<file path="src/sv/task_dependency_scoreboard_macros.svh">
// ----------------------------------------------------------------------------
// Task dependency scoreboard assertion macros
// Shorthand for the clocked checks at the end of the top level.
// ----------------------------------------------------------------------------
`ifndef TASK_DEPENDENCY_SCOREBOARD_MACROS_SVH
`define TASK_DEPENDENCY_SCOREBOARD_MACROS_SVH

// condition must hold in the same cycle as the trigger
`define TDS_ASSERT_NOW(name, pre, post) \
	name: assert property (@(posedge clk) disable iff (!arst_n) (pre) |-> (post)) \
		else $error("task_dependency_scoreboard: check failed");

// condition must hold in the cycle after the trigger
`define TDS_ASSERT_NEXT(name, pre, post) \
	name: assert property (@(posedge clk) disable iff (!arst_n) (pre) |=> (post)) \
		else $error("task_dependency_scoreboard: check failed");

`endif

</file>
<file path="src/sv/tds_pkg.sv">
// ----------------------------------------------------------------------------
// Task dependency scoreboard package
// Sizes, command, result and state codes, and the controller/datapath links.
// ----------------------------------------------------------------------------
package tds_pkg;

	localparam int MAX_STEPS   = 16;
	localparam int IDX_W       = $clog2(MAX_STEPS);
	localparam int CNT_W       = $clog2(MAX_STEPS + 1);
	localparam int WORKER_BITS = 8;
	localparam int TIME_W      = 40;
	localparam int CMD_W       = 4;
	localparam int RC_W        = 4;
	localparam int FLOW_W      = 2;
	localparam int ST_W        = 3;
	localparam int OP_W        = 2;

	localparam logic [CMD_W-1:0] CMD_CLEAR   = 4'd0;
	localparam logic [CMD_W-1:0] CMD_LOAD    = 4'd1;
	localparam logic [CMD_W-1:0] CMD_COMMIT  = 4'd2;
	localparam logic [CMD_W-1:0] CMD_DONE    = 4'd3;
	localparam logic [CMD_W-1:0] CMD_FAILED  = 4'd4;
	localparam logic [CMD_W-1:0] CMD_UNCLAIM = 4'd5;
	localparam logic [CMD_W-1:0] CMD_CLAIM   = 4'd6;
	localparam logic [CMD_W-1:0] CMD_CANCEL  = 4'd7;
	localparam logic [CMD_W-1:0] CMD_SWEEP   = 4'd8;
	localparam logic [CMD_W-1:0] CMD_STATUS  = 4'd9;

	localparam logic [RC_W-1:0] RC_OK            = 4'd0;
	localparam logic [RC_W-1:0] RC_NO_STEP       = 4'd1;
	localparam logic [RC_W-1:0] RC_ALREADY_DONE  = 4'd2;
	localparam logic [RC_W-1:0] RC_CANCELLED     = 4'd3;
	localparam logic [RC_W-1:0] RC_DEPS_PENDING  = 4'd4;
	localparam logic [RC_W-1:0] RC_NOT_CLAIMED   = 4'd5;
	localparam logic [RC_W-1:0] RC_BAD_WORKER    = 4'd6;
	localparam logic [RC_W-1:0] RC_FULL          = 4'd7;
	localparam logic [RC_W-1:0] RC_NOT_COMMITTED = 4'd8;
	localparam logic [RC_W-1:0] RC_COMMITTED     = 4'd9;
	localparam logic [RC_W-1:0] RC_UNKNOWN_DEP   = 4'd10;
	localparam logic [RC_W-1:0] RC_CYCLIC        = 4'd11;
	localparam logic [RC_W-1:0] RC_EMPTY         = 4'd12;

	localparam logic [FLOW_W-1:0] FLOW_ACTIVE    = 2'd0;
	localparam logic [FLOW_W-1:0] FLOW_DONE      = 2'd1;
	localparam logic [FLOW_W-1:0] FLOW_CANCELLED = 2'd2;
	localparam logic [FLOW_W-1:0] FLOW_FAILED    = 2'd3;

	localparam logic [ST_W-1:0] ST_PENDING   = 3'd0;
	localparam logic [ST_W-1:0] ST_CLAIMED   = 3'd1;
	localparam logic [ST_W-1:0] ST_DONE      = 3'd2;
	localparam logic [ST_W-1:0] ST_FAILED    = 3'd3;
	localparam logic [ST_W-1:0] ST_OVERDUE   = 3'd4;
	localparam logic [ST_W-1:0] ST_CANCELLED = 3'd5;

	// how a captured transaction is carried out
	localparam logic [OP_W-1:0] OP_SIMPLE = 2'd0;
	localparam logic [OP_W-1:0] OP_SCAN   = 2'd1;
	localparam logic [OP_W-1:0] OP_KAHN   = 2'd2;
	localparam logic [OP_W-1:0] OP_DEP    = 2'd3;

	typedef struct packed {
		logic capture;
		logic exec_simple;
		logic scan_start;
		logic scan_rd;
		logic round_next;
		logic finish;
		logic dep_rd;
		logic dep_apply;
		logic out_load;
	} tds_cmd_t;

	typedef struct packed {
		logic [OP_W-1:0] op;
		logic            scan_last;
		logic            pipe_busy;
		logic            kahn_more;
		logic            out_free;
	} tds_status_t;

endpackage

</file>
<file path="src/sv/task_dependency_scoreboard.sv">
// ----------------------------------------------------------------------------
// Task dependency scoreboard
// Step table with dependency checks, claiming, deadlines and flow status.
// ----------------------------------------------------------------------------
// One transaction is handled at a time. Clear, load, status, cancel and the
// single-step commands other than done pass from decode straight to the
// response state; done first reads the step's dependency mask in its own
// state. Claim next and sweep walk every loaded step through the dependency
// and deadline memories. Commit runs Kahn elimination, one pass over the N
// steps per round, at most N rounds. The two step memories are read through
// a single shared address. A new transaction is taken once the previous
// result has been placed in the output register.
module task_dependency_scoreboard
	import tds_pkg::*;
(
	input  logic                 clk,
	input  logic                 arst_n,
	input  logic                 in_valid,
	output logic                 in_ready,
	input  logic [CMD_W-1:0]     command,
	input  logic [3:0]           step_index,
	input  logic [MAX_STEPS-1:0] step_deps,
	input  logic [TIME_W-1:0]    deadline,
	input  logic [TIME_W-1:0]    now,
	input  logic [7:0]           worker,
	output logic                 out_valid,
	input  logic                 out_ready,
	output logic [RC_W-1:0]      result_code,
	output logic                 claim_found,
	output logic [3:0]           claimed_index,
	output logic [MAX_STEPS-1:0] overdue_mask,
	output logic [FLOW_W-1:0]    flow_state,
	output logic [CNT_W-1:0]     step_count
);

	`include "task_dependency_scoreboard_macros.svh"

	tds_cmd_t    cmd;
	tds_status_t st;

	tds_ctrl u_ctrl (
		.clk      (clk),
		.arst_n   (arst_n),
		.in_valid (in_valid),
		.in_ready (in_ready),
		.st       (st),
		.cmd      (cmd)
	);

	tds_dpath u_dpath (
		.clk           (clk),
		.arst_n        (arst_n),
		.cmd           (cmd),
		.st            (st),
		.command       (command),
		.step_index    (step_index),
		.step_deps     (step_deps),
		.deadline      (deadline),
		.now           (now),
		.worker        (worker),
		.out_valid     (out_valid),
		.out_ready     (out_ready),
		.result_code   (result_code),
		.claim_found   (claim_found),
		.claimed_index (claimed_index),
		.overdue_mask  (overdue_mask),
		.flow_state    (flow_state),
		.step_count    (step_count)
	);

	`TDS_ASSERT_NOW(a_count_range, out_valid, step_count <= CNT_W'(MAX_STEPS))
	`TDS_ASSERT_NOW(a_claim_ok, out_valid && claim_found, result_code == RC_OK)
	`TDS_ASSERT_NEXT(a_one_at_a_time, in_valid && in_ready, !in_ready)

endmodule

</file>
<file path="src/sv/tds_ctrl.sv">
// ----------------------------------------------------------------------------
// Task dependency scoreboard controller
// Sequences decode, table scans, elimination rounds and the response.
// ----------------------------------------------------------------------------
module tds_ctrl
	import tds_pkg::*;
(
	input  logic        clk,
	input  logic        arst_n,
	input  logic        in_valid,
	output logic        in_ready,
	input  tds_status_t st,
	output tds_cmd_t    cmd
);

	localparam logic [2:0] S_IDLE   = 3'd0;
	localparam logic [2:0] S_DECODE = 3'd1;
	localparam logic [2:0] S_SCAN   = 3'd2;
	localparam logic [2:0] S_DRAIN  = 3'd3;
	localparam logic [2:0] S_DEPW   = 3'd4;
	localparam logic [2:0] S_RESP   = 3'd5;

	logic [2:0] state_q;
	logic [2:0] state_d;

	always_comb begin
		state_d  = state_q;
		cmd      = '0;
		in_ready = 1'b0;
		case (state_q)
			S_IDLE: begin
				in_ready = 1'b1;
				if (in_valid) begin
					cmd.capture = 1'b1;
					state_d     = S_DECODE;
				end
			end
			S_DECODE: begin
				case (st.op)
					OP_SCAN, OP_KAHN: begin
						cmd.scan_start = 1'b1;
						state_d        = S_SCAN;
					end
					OP_DEP: begin
						cmd.dep_rd = 1'b1;
						state_d    = S_DEPW;
					end
					default: begin
						cmd.exec_simple = 1'b1;
						state_d         = S_RESP;
					end
				endcase
			end
			S_SCAN: begin
				cmd.scan_rd = 1'b1;
				if (st.scan_last)
					state_d = S_DRAIN;
			end
			S_DRAIN: begin
				// wait for the last read to land before deciding
				if (!st.pipe_busy) begin
					if (st.kahn_more) begin
						cmd.round_next = 1'b1;
						state_d        = S_SCAN;
					end else begin
						cmd.finish = 1'b1;
						state_d    = S_RESP;
					end
				end
			end
			S_DEPW: begin
				cmd.dep_apply = 1'b1;
				state_d       = S_RESP;
			end
			S_RESP: begin
				if (st.out_free) begin
					cmd.out_load = 1'b1;
					state_d      = S_IDLE;
				end
			end
			default: state_d = S_IDLE;
		endcase
	end

	always_ff @(posedge clk or negedge arst_n) begin
		if (!arst_n)
			state_q <= S_IDLE;
		else
			state_q <= state_d;
	end

endmodule

</file>
<file path="src/sv/tds_dpath.sv">
// ----------------------------------------------------------------------------
// Task dependency scoreboard datapath
// Step table, dependency and deadline memories, scan logic and result register.
// ----------------------------------------------------------------------------
module tds_dpath
	import tds_pkg::*;
(
	input  logic                   clk,
	input  logic                   arst_n,
	input  tds_cmd_t               cmd,
	output tds_status_t            st,
	input  logic [CMD_W-1:0]       command,
	input  logic [3:0]             step_index,
	input  logic [MAX_STEPS-1:0]   step_deps,
	input  logic [TIME_W-1:0]      deadline,
	input  logic [TIME_W-1:0]      now,
	input  logic [7:0]             worker,
	output logic                   out_valid,
	input  logic                   out_ready,
	output logic [RC_W-1:0]        result_code,
	output logic                   claim_found,
	output logic [3:0]             claimed_index,
	output logic [MAX_STEPS-1:0]   overdue_mask,
	output logic [FLOW_W-1:0]      flow_state,
	output logic [CNT_W-1:0]       step_count
);

	// captured transaction
	logic [CMD_W-1:0]     cmd_q;
	logic [IDX_W-1:0]     idx_q;
	logic [MAX_STEPS-1:0] deps_q;
	logic [TIME_W-1:0]    dl_q;
	logic [TIME_W-1:0]    now_q;
	logic [7:0]           worker_q;

	logic [CNT_W-1:0]     count_q;
	logic                 committed_q;

	// one flag vector per step state
	logic [MAX_STEPS-1:0] pend_q, claim_q, done_q, fail_q, over_q, canc_q;
	logic [MAX_STEPS-1:0] pend_d, claim_d, done_d, fail_d, over_d, canc_d;

	logic [MAX_STEPS-1:0] dep_mem [MAX_STEPS];
	logic [TIME_W-1:0]    dl_mem  [MAX_STEPS];
	logic [MAX_STEPS-1:0] rd_dep_s1;
	logic [TIME_W-1:0]    rd_dl_s1;
	logic                 valid_s1;
	logic [IDX_W-1:0]     idx_s1;

	logic [IDX_W-1:0]     addr_q;
	logic [MAX_STEPS-1:0] remaining_q, removable_q;
	logic                 first_q, unknown_q;
	logic                 found_q;
	logic [IDX_W-1:0]     cidx_q;
	logic [MAX_STEPS-1:0] omask_q;
	logic [RC_W-1:0]      rc_q;

	logic [MAX_STEPS-1:0] loaded;
	logic [MAX_STEPS-1:0] done_ld;
	logic [MAX_STEPS-1:0] rem_next;
	logic [MAX_STEPS-1:0] live;
	logic                 in_range, load_ok, worker_ok, is_sweep;
	logic                 deps_ok, expired, claim_hit;
	logic [RC_W-1:0]      rc_simple;
	logic [OP_W-1:0]      op_sel;
	logic                 wr_en;
	logic [IDX_W-1:0]     wr_idx;
	logic [ST_W-1:0]      wr_code;
	logic                 cancel_en;
	logic [IDX_W-1:0]     rd_addr;
	logic                 every_done, any_canc, any_live, any_fail;
	logic [FLOW_W-1:0]    flow_d;

	always_comb begin
		for (int k = 0; k < MAX_STEPS; k++)
			loaded[k] = (CNT_W'(k) < count_q);
	end

	assign done_ld   = done_q & loaded;
	assign rem_next  = remaining_q & ~removable_q;
	assign live      = (pend_q | claim_q | over_q) & loaded;
	assign in_range  = (CNT_W'(idx_q) < count_q);
	assign load_ok   = !committed_q && (count_q != CNT_W'(MAX_STEPS));
	assign worker_ok = (worker_q[WORKER_BITS-1:0] != '0);
	assign is_sweep  = (cmd_q == CMD_SWEEP) || (cmd_q == CMD_CLAIM);
	assign deps_ok   = ((rd_dep_s1 & done_ld) == rd_dep_s1);
	assign expired   = valid_s1 && is_sweep && (rd_dl_s1 != '0) && (rd_dl_s1 < now_q)
		&& (pend_q[idx_s1] || claim_q[idx_s1]);
	assign claim_hit = valid_s1 && (cmd_q == CMD_CLAIM) && pend_q[idx_s1] && !expired
		&& deps_ok && !found_q;

	// result of commands finished in the decode cycle
	always_comb begin
		rc_simple = RC_OK;
		case (cmd_q)
			CMD_CLEAR: rc_simple = RC_OK;
			CMD_LOAD: begin
				if (committed_q)
					rc_simple = RC_COMMITTED;
				else if (!load_ok)
					rc_simple = RC_FULL;
			end
			CMD_COMMIT: begin
				if (committed_q)
					rc_simple = RC_COMMITTED;
				else
					rc_simple = RC_EMPTY;
			end
			CMD_DONE, CMD_FAILED, CMD_UNCLAIM: begin
				if (!committed_q)
					rc_simple = RC_NOT_COMMITTED;
				else if (!in_range)
					rc_simple = RC_NO_STEP;
				else if (cmd_q == CMD_UNCLAIM)
					rc_simple = claim_q[idx_q] ? RC_OK : RC_NOT_CLAIMED;
				else if (done_q[idx_q])
					rc_simple = RC_ALREADY_DONE;
				else if (canc_q[idx_q])
					rc_simple = RC_CANCELLED;
			end
			CMD_CLAIM: begin
				if (!committed_q)
					rc_simple = RC_NOT_COMMITTED;
				else if (!worker_ok)
					rc_simple = RC_BAD_WORKER;
			end
			CMD_CANCEL, CMD_SWEEP, CMD_STATUS: begin
				if (!committed_q)
					rc_simple = RC_NOT_COMMITTED;
			end
			default: rc_simple = RC_OK;
		endcase
	end

	// pick how the transaction is carried out
	always_comb begin
		op_sel = OP_SIMPLE;
		if (cmd_q == CMD_COMMIT && !committed_q && count_q != '0)
			op_sel = OP_KAHN;
		else if (cmd_q == CMD_DONE && committed_q && in_range && !done_q[idx_q]
			&& !canc_q[idx_q])
			op_sel = OP_DEP;
		else if (committed_q && count_q != '0
			&& (cmd_q == CMD_SWEEP || (cmd_q == CMD_CLAIM && worker_ok)))
			op_sel = OP_SCAN;
	end

	assign st.op        = op_sel;
	assign st.scan_last = ((CNT_W'(addr_q) + CNT_W'(1)) == count_q);
	assign st.pipe_busy = valid_s1;
	assign st.kahn_more = (cmd_q == CMD_COMMIT) && (removable_q != '0) && (rem_next != '0);
	assign st.out_free  = !out_valid || out_ready;

	// single-entry state writes, and the cancel of every live step
	always_comb begin
		wr_en     = 1'b0;
		wr_idx    = idx_q;
		wr_code   = ST_PENDING;
		cancel_en = 1'b0;
		if (cmd.exec_simple) begin
			if (cmd_q == CMD_LOAD && load_ok) begin
				wr_en  = 1'b1;
				wr_idx = count_q[IDX_W-1:0];
			end else if (cmd_q == CMD_UNCLAIM && rc_simple == RC_OK) begin
				wr_en = 1'b1;
			end else if (cmd_q == CMD_FAILED && rc_simple == RC_OK) begin
				wr_en   = 1'b1;
				wr_code = ST_FAILED;
			end else if (cmd_q == CMD_CANCEL && committed_q) begin
				cancel_en = 1'b1;
			end
		end else if (cmd.dep_apply && deps_ok) begin
			wr_en   = 1'b1;
			wr_code = ST_DONE;
		end else if (expired) begin
			wr_en   = 1'b1;
			wr_idx  = idx_s1;
			wr_code = ST_OVERDUE;
		end else if (claim_hit) begin
			wr_en   = 1'b1;
			wr_idx  = idx_s1;
			wr_code = ST_CLAIMED;
		end
	end

	always_comb begin
		pend_d  = pend_q;
		claim_d = claim_q;
		done_d  = done_q;
		fail_d  = fail_q;
		over_d  = over_q;
		canc_d  = canc_q;
		for (int k = 0; k < MAX_STEPS; k++) begin
			if (wr_en && wr_idx == IDX_W'(k)) begin
				pend_d[k]  = (wr_code == ST_PENDING);
				claim_d[k] = (wr_code == ST_CLAIMED);
				done_d[k]  = (wr_code == ST_DONE);
				fail_d[k]  = (wr_code == ST_FAILED);
				over_d[k]  = (wr_code == ST_OVERDUE);
				canc_d[k]  = (wr_code == ST_CANCELLED);
			end
		end
		if (cancel_en) begin
			pend_d  = pend_q & ~live;
			claim_d = claim_q & ~live;
			over_d  = over_q & ~live;
			canc_d  = canc_q | live;
		end
	end

	always_ff @(posedge clk) begin
		pend_q  <= pend_d;
		claim_q <= claim_d;
		done_q  <= done_d;
		fail_q  <= fail_d;
		over_q  <= over_d;
		canc_q  <= canc_d;
	end

	// dependency and deadline memories, one read port each
	assign rd_addr = cmd.dep_rd ? idx_q : addr_q;

	always_ff @(posedge clk) begin
		if (cmd.exec_simple && cmd_q == CMD_LOAD && load_ok) begin
			dep_mem[count_q[IDX_W-1:0]] <= deps_q;
			dl_mem[count_q[IDX_W-1:0]]  <= dl_q;
		end
		if (cmd.scan_rd || cmd.dep_rd) begin
			rd_dep_s1 <= dep_mem[rd_addr];
			rd_dl_s1  <= dl_mem[rd_addr];
		end
		idx_s1 <= addr_q;
	end

	always_ff @(posedge clk or negedge arst_n) begin
		if (!arst_n)
			valid_s1 <= 1'b0;
		else
			valid_s1 <= cmd.scan_rd;
	end

	// capture and scan bookkeeping
	always_ff @(posedge clk) begin
		if (cmd.capture) begin
			cmd_q    <= command;
			idx_q    <= step_index;
			deps_q   <= step_deps;
			dl_q     <= deadline;
			now_q    <= now;
			worker_q <= worker;
			found_q  <= 1'b0;
			cidx_q   <= '0;
			omask_q  <= '0;
		end
		if (cmd.scan_start) begin
			addr_q      <= '0;
			remaining_q <= loaded;
			removable_q <= '0;
			first_q     <= 1'b1;
			unknown_q   <= 1'b0;
		end else if (cmd.round_next) begin
			addr_q      <= '0;
			remaining_q <= rem_next;
			removable_q <= '0;
			first_q     <= 1'b0;
		end else if (cmd.scan_rd) begin
			addr_q <= addr_q + IDX_W'(1);
		end
		if (valid_s1 && cmd_q == CMD_COMMIT) begin
			if (first_q && (rd_dep_s1 & ~loaded) != '0)
				unknown_q <= 1'b1;
			if (remaining_q[idx_s1] && (rd_dep_s1 & remaining_q) == '0)
				removable_q[idx_s1] <= 1'b1;
		end
		if (expired)
			omask_q[idx_s1] <= 1'b1;
		if (claim_hit) begin
			found_q <= 1'b1;
			cidx_q  <= idx_s1;
		end
		if (cmd.exec_simple)
			rc_q <= rc_simple;
		else if (cmd.dep_apply)
			rc_q <= deps_ok ? RC_OK : RC_DEPS_PENDING;
		else if (cmd.finish) begin
			if (cmd_q != CMD_COMMIT)
				rc_q <= RC_OK;
			else if (unknown_q)
				rc_q <= RC_UNKNOWN_DEP;
			else if (rem_next != '0)
				rc_q <= RC_CYCLIC;
			else
				rc_q <= RC_OK;
		end
	end

	always_ff @(posedge clk or negedge arst_n) begin
		if (!arst_n) begin
			count_q     <= '0;
			committed_q <= 1'b0;
		end else if (cmd.exec_simple) begin
			if (cmd_q == CMD_CLEAR) begin
				count_q     <= '0;
				committed_q <= 1'b0;
			end else if (cmd_q == CMD_LOAD && load_ok) begin
				count_q <= count_q + CNT_W'(1);
			end
		end else if (cmd.finish && cmd_q == CMD_COMMIT) begin
			if (!unknown_q && rem_next == '0)
				committed_q <= 1'b1;
			else
				count_q <= '0;
		end
	end

	// aggregate flow state over the loaded steps
	assign every_done = (done_ld == loaded);
	assign any_canc   = |(canc_q & loaded);
	assign any_live   = |live;
	assign any_fail   = |(fail_q & loaded);

	always_comb begin
		flow_d = FLOW_ACTIVE;
		if (!committed_q)
			flow_d = FLOW_ACTIVE;
		else if (every_done)
			flow_d = FLOW_DONE;
		else if (any_canc)
			flow_d = FLOW_CANCELLED;
		else if (!any_live && any_fail)
			flow_d = FLOW_FAILED;
	end

	// result register
	always_ff @(posedge clk or negedge arst_n) begin
		if (!arst_n)
			out_valid <= 1'b0;
		else if (cmd.out_load)
			out_valid <= 1'b1;
		else if (out_ready)
			out_valid <= 1'b0;
	end

	always_ff @(posedge clk) begin
		if (cmd.out_load) begin
			result_code   <= rc_q;
			claim_found   <= found_q;
			claimed_index <= cidx_q;
			overdue_mask  <= omask_q;
			flow_state    <= flow_d;
			step_count    <= count_q;
		end
	end

endmodule

</file>
<file path="config.mk">
export PLATFORM = sky130hd
export DESIGN_NAME = task_dependency_scoreboard
export DESIGN_NICKNAME = d
export VERILOG_FILES = /design/src/sv/tds_pkg.sv /design/src/sv/task_dependency_scoreboard.sv /design/src/sv/tds_ctrl.sv /design/src/sv/tds_dpath.sv
export VERILOG_INCLUDE_DIRS = /design/src /design/src/sv
export SDC_FILE = /design/constraint.sdc
export NUM_CORES = 2
export LEC_CHECK = 0
export ABC_AREA = 1
export BUFFER_PORTS_ARGS = -buffer_cell sky130_fd_sc_hd__buf_4
export CAP_MARGIN = 20
export CORE_ASPECT_RATIO = 1.25
export CORE_MARGIN = 2
export CORE_UTILIZATION = 55
export CTS_CLUSTER_DIAMETER = 40
export DETAILED_ROUTE_END_ITERATION = 10
export PLACE_DENSITY_LB_ADDON = 0.25
export REMOVE_ABC_BUFFERS = 1
export SETUP_SLACK_MARGIN = 0.4
export SYNTH_ARGS = -nofsm -noshare
export SYNTH_HDL_FRONTEND = slang
export SYNTH_SLANG_ARGS = --single-unit
</file>
<file path="constraint.sdc">
create_clock -name clk -period 6.3 [get_ports clk]
set_input_delay 0.945 -clock clk [delete_from_list [all_inputs] [get_ports clk]]
set_output_delay 0.945 -clock clk [all_outputs]
set_load 0.005 [all_outputs]
</file>
==> impl_metrics.tcl <==
set metrics [dict create \
    initial_core_util 0.554 \
    first_pass_iters 6 \
    hpwl_um 79300 \
    yosysTopAreaCellShare 0.709 \
    slew_violations 0 \
    grt_pass1_wl_um 205000 \
    r2r_end "u_dpath.rd_dl_s1[24]$_DFFE_PP_" \
    drt-total-wl_um 139000 \
    ys_warn_count 0 \
    required_ps 6790 \
    cp.depth 17 \
    worstHoldStart "deadline[8]" \
    clk_pin_slew_worst_paths_ps 60 \
    ctsResizeCount 0 \
    hold_class "in2reg" \
    multi_input_area_mm2 0.0122 \
    insertion_delay_ps 760 \
    r2r-start "u_dpath.idx_q[1]$_DFFE_PP_" \
    grt_start_max_net_pins 229 \
    total_power_w 0.0244 \
    fin_nets 4363 \
    cp.arrival_ps 5770 \
    overflow 0 \
    ctsLongestPathBuffers 3 \
    num_vias 34200 \
    instances_no_fill 5522 \
    ys_seq_area_frac 0.732 \
    synth.area.top_cells "edfxtp_1 71%, o21ai_0 5.1%, nor2_1 4.3%" \
    hold_ws_ps 361 \
    crit_path_max_incr_delay_ps 900 \
    netlist_instances 4058 \
    drive_above_1_share 0.123 \
    cts_root_buf "clkbuf_16" \
    run_status "finished, final reports clean" \
    min_period_ps 5280 \
    reg2reg_depth 17 \
    cp_max_fo 98 \
    crit_chain "inv_1 -> nand3_1 -> nand3_1 -> nand3_1 -> nand2_1 -> nor3_1 -> a21oi_1 -> inv_1 -> ha_1 -> nand2_2 -> o21ai_4 -> inv_6 -> buf_12 -> o21ai_0 -> o221ai_1 -> o211ai_1 -> nand2_1" \
    grt_usage 0.287 \
    drc 0 \
    fillers 6972 \
    cts_tree "yes" \
    die_width_um 278 \
    netlist.top_cell.by_area "edfxtp_1" \
    min_to "u_dpath.dl_q[8]$_DFFE_PP_" \
    final.setup.tns_ps 0 \
    dieArea_mm2 0.0961 \
    comb_power_share 0.233 \
    synth_async_sr_flop_share 0.00866 \
    skew_ps 31.0 \
    r2r_setup_slack_ps 1020 \
    dp.cells 5257 \
    dieHeight_um 346 \
    pwr-share-seq 0.430 \
    critical_path.slowest_cell "o21ai_4" \
    setup_violations 0 \
    postSynthAreaPerCell_um2 12.7 \
    yosysMostFrequentCell "edfxtp_1" \
    cts_setup_buffers 0 \
    vdd_ir_drop_max_mv 0.588 \
    hold_path_depth 1 \
    coreArea_mm2 0.0929 \
    cts_made_buffers 143 \
    maxCapViolCount 0 \
    clkSinkCount 1270 \
    synthesis.area_mm2 0.0515 \
    synth_edf_count 1216 \
    cp-startpoint "u_dpath.idx_q[1]$_DFFE_PP_" \
    p_leak_nw 20.7 \
    netSwitchingPower_w 0.00801 \
    ys_seq_elements 1270 \
    crit_top_cell "nand3_1" \
    clock.fmax_ghz 0.189 \
    pin_count 150 \
    vias_per_cell 6.19 \
    synth-main-ff-cell "edfxtp_1" \
    gp_congestion 1.03 \
    grt_pass1_vias 33100 \
    htreeDepth 4 \
    portBuffers 149 \
    criticalPathCategory "reg2reg" \
    fin_crit_sh 0.838 \
    p_clk_frac 0.337 \
    power.density_mw_per_mm2 415 \
    cts_hold_buffers 1 \
    fp-row-count 125 \
    rsz0062_at_grt "false" \
    regArea_mm2 0.0377 \
    crit_path_end_kind "register" \
    hold_viol 0 \
    antenna_found_initial 3 \
    synth_cell_types 52 \
    worst_pin_slew_ps 1210 \
    antenna_left 0 \
    start_kind "register" \
    path_buf_inv 4 \
    path_delay_family "compound AO/OA/AOI/OAI gates" \
    swShare 0.328 \
    area_growth_pct 14.4 \
    internal_power_w 0.0164 \
    synth_common_cells "1216 x edfxtp_1, 592 x nor2_1, 527 x o21ai_0" \
    initialDrtViolationCount 4447 \
    max-slew-margin-rel 0.193 \
    wl_per_cell_um 25.1 \
]
how the worst max path moves through the flow:
stage,endpoint
floorplan,u_dpath.rd_dep_s1[12]$_DFFE_PP_
global placement,u_dpath.rd_dl_s1[23]$_DFFE_PP_
detailed placement,u_dpath.rd_dl_s1[24]$_DFFE_PP_
CTS,u_dpath.rd_dl_s1[24]$_DFFE_PP_
global route,u_dpath.rd_dl_s1[24]$_DFFE_PP_
finish,u_dpath.rd_dl_s1[24]$_DFFE_PP_
flip-flops by register name (all words and copies together) (netlist names), 40 cells and up:
name / count
u_dpath.dl_mem: 640
u_dpath.rd_dl_s1: 40
u_dpath.now_q: 40
u_dpath.dep_mem: 256
u_dpath.dl_q: 40
metrics by stage:
stage	setup slack, ps	util	instance area, um2
finish	1020	0.634	58900
global route	645	0.634	58900
CTS	1120	0.633	58800
detailed placement	1170	0.583	54100
global placement	1260	0.583	54100
floorplan	-13140	-	50600
layer usage:
layer	wire [um]	up-vias	track usage
met1	51300	16700	0.362
met3	12000	420	0.0489
li1	-	15200	-
met5	0	-	0
met4	8090	0	0.163
met2	67500	1862	0.472
power by group through the flow:
| stage | Clock (W) | Sequential [W] | Combinational (W) |
|---|---|---|---|
| after detailed placement | 0 | 0.0107 | 0.00559 |
| after CTS | 0.00831 | 0.0105 | 0.00562 |
| final | 0.00822 | 0.0105 | 0.00570 |
| after global placement | 0 | 0.0106 | 0.00545 |
| after global routing | 0.00865 | 0.0105 | 0.00623 |
| after floorplan | 0 | 0.0105 | 0.00394 |
kinds of logic after synthesis:
kind of cell / count (synthesis) / share of synthesized area
simple gates: 1328 / 0.107
flops: 1270 / 0.732
fa+ha+maj: 49 / 0.0119
xor+xnor: 8 / 0.00136
buf+inv: 449 / 0.0342
compound gates: 954 / 0.114
layout by cell type (no fill, tap or decap), drive strengths merged, types with 19 or more instances in the layout:
cell	instances
o211ai	70
inv	262
edfxtp	1216
o22ai	83
clkinv	47
buf	208
nor2	606
a21oi	44
o21ai	538
dfxtp	43
clkbuf	165
nand3	160
o31ai	23
o221ai	166
nand4	19
nand2	504
ha	49
area by class of cell:
cell class / instances / share of cell area
clock inverter: 96 / 0.0168
clock buffer: 165 / 0.0631
antenna: 2 / 0.0000850
timing repair buffer: 209 / 0.0316
multi-input combinational: 2339 / 0.208
sequential: 1270 / 0.640
tap: 1206 / 0.0256
inverter: 235 / 0.0155
No activity file was read; power rests on OpenSTA's default activity.
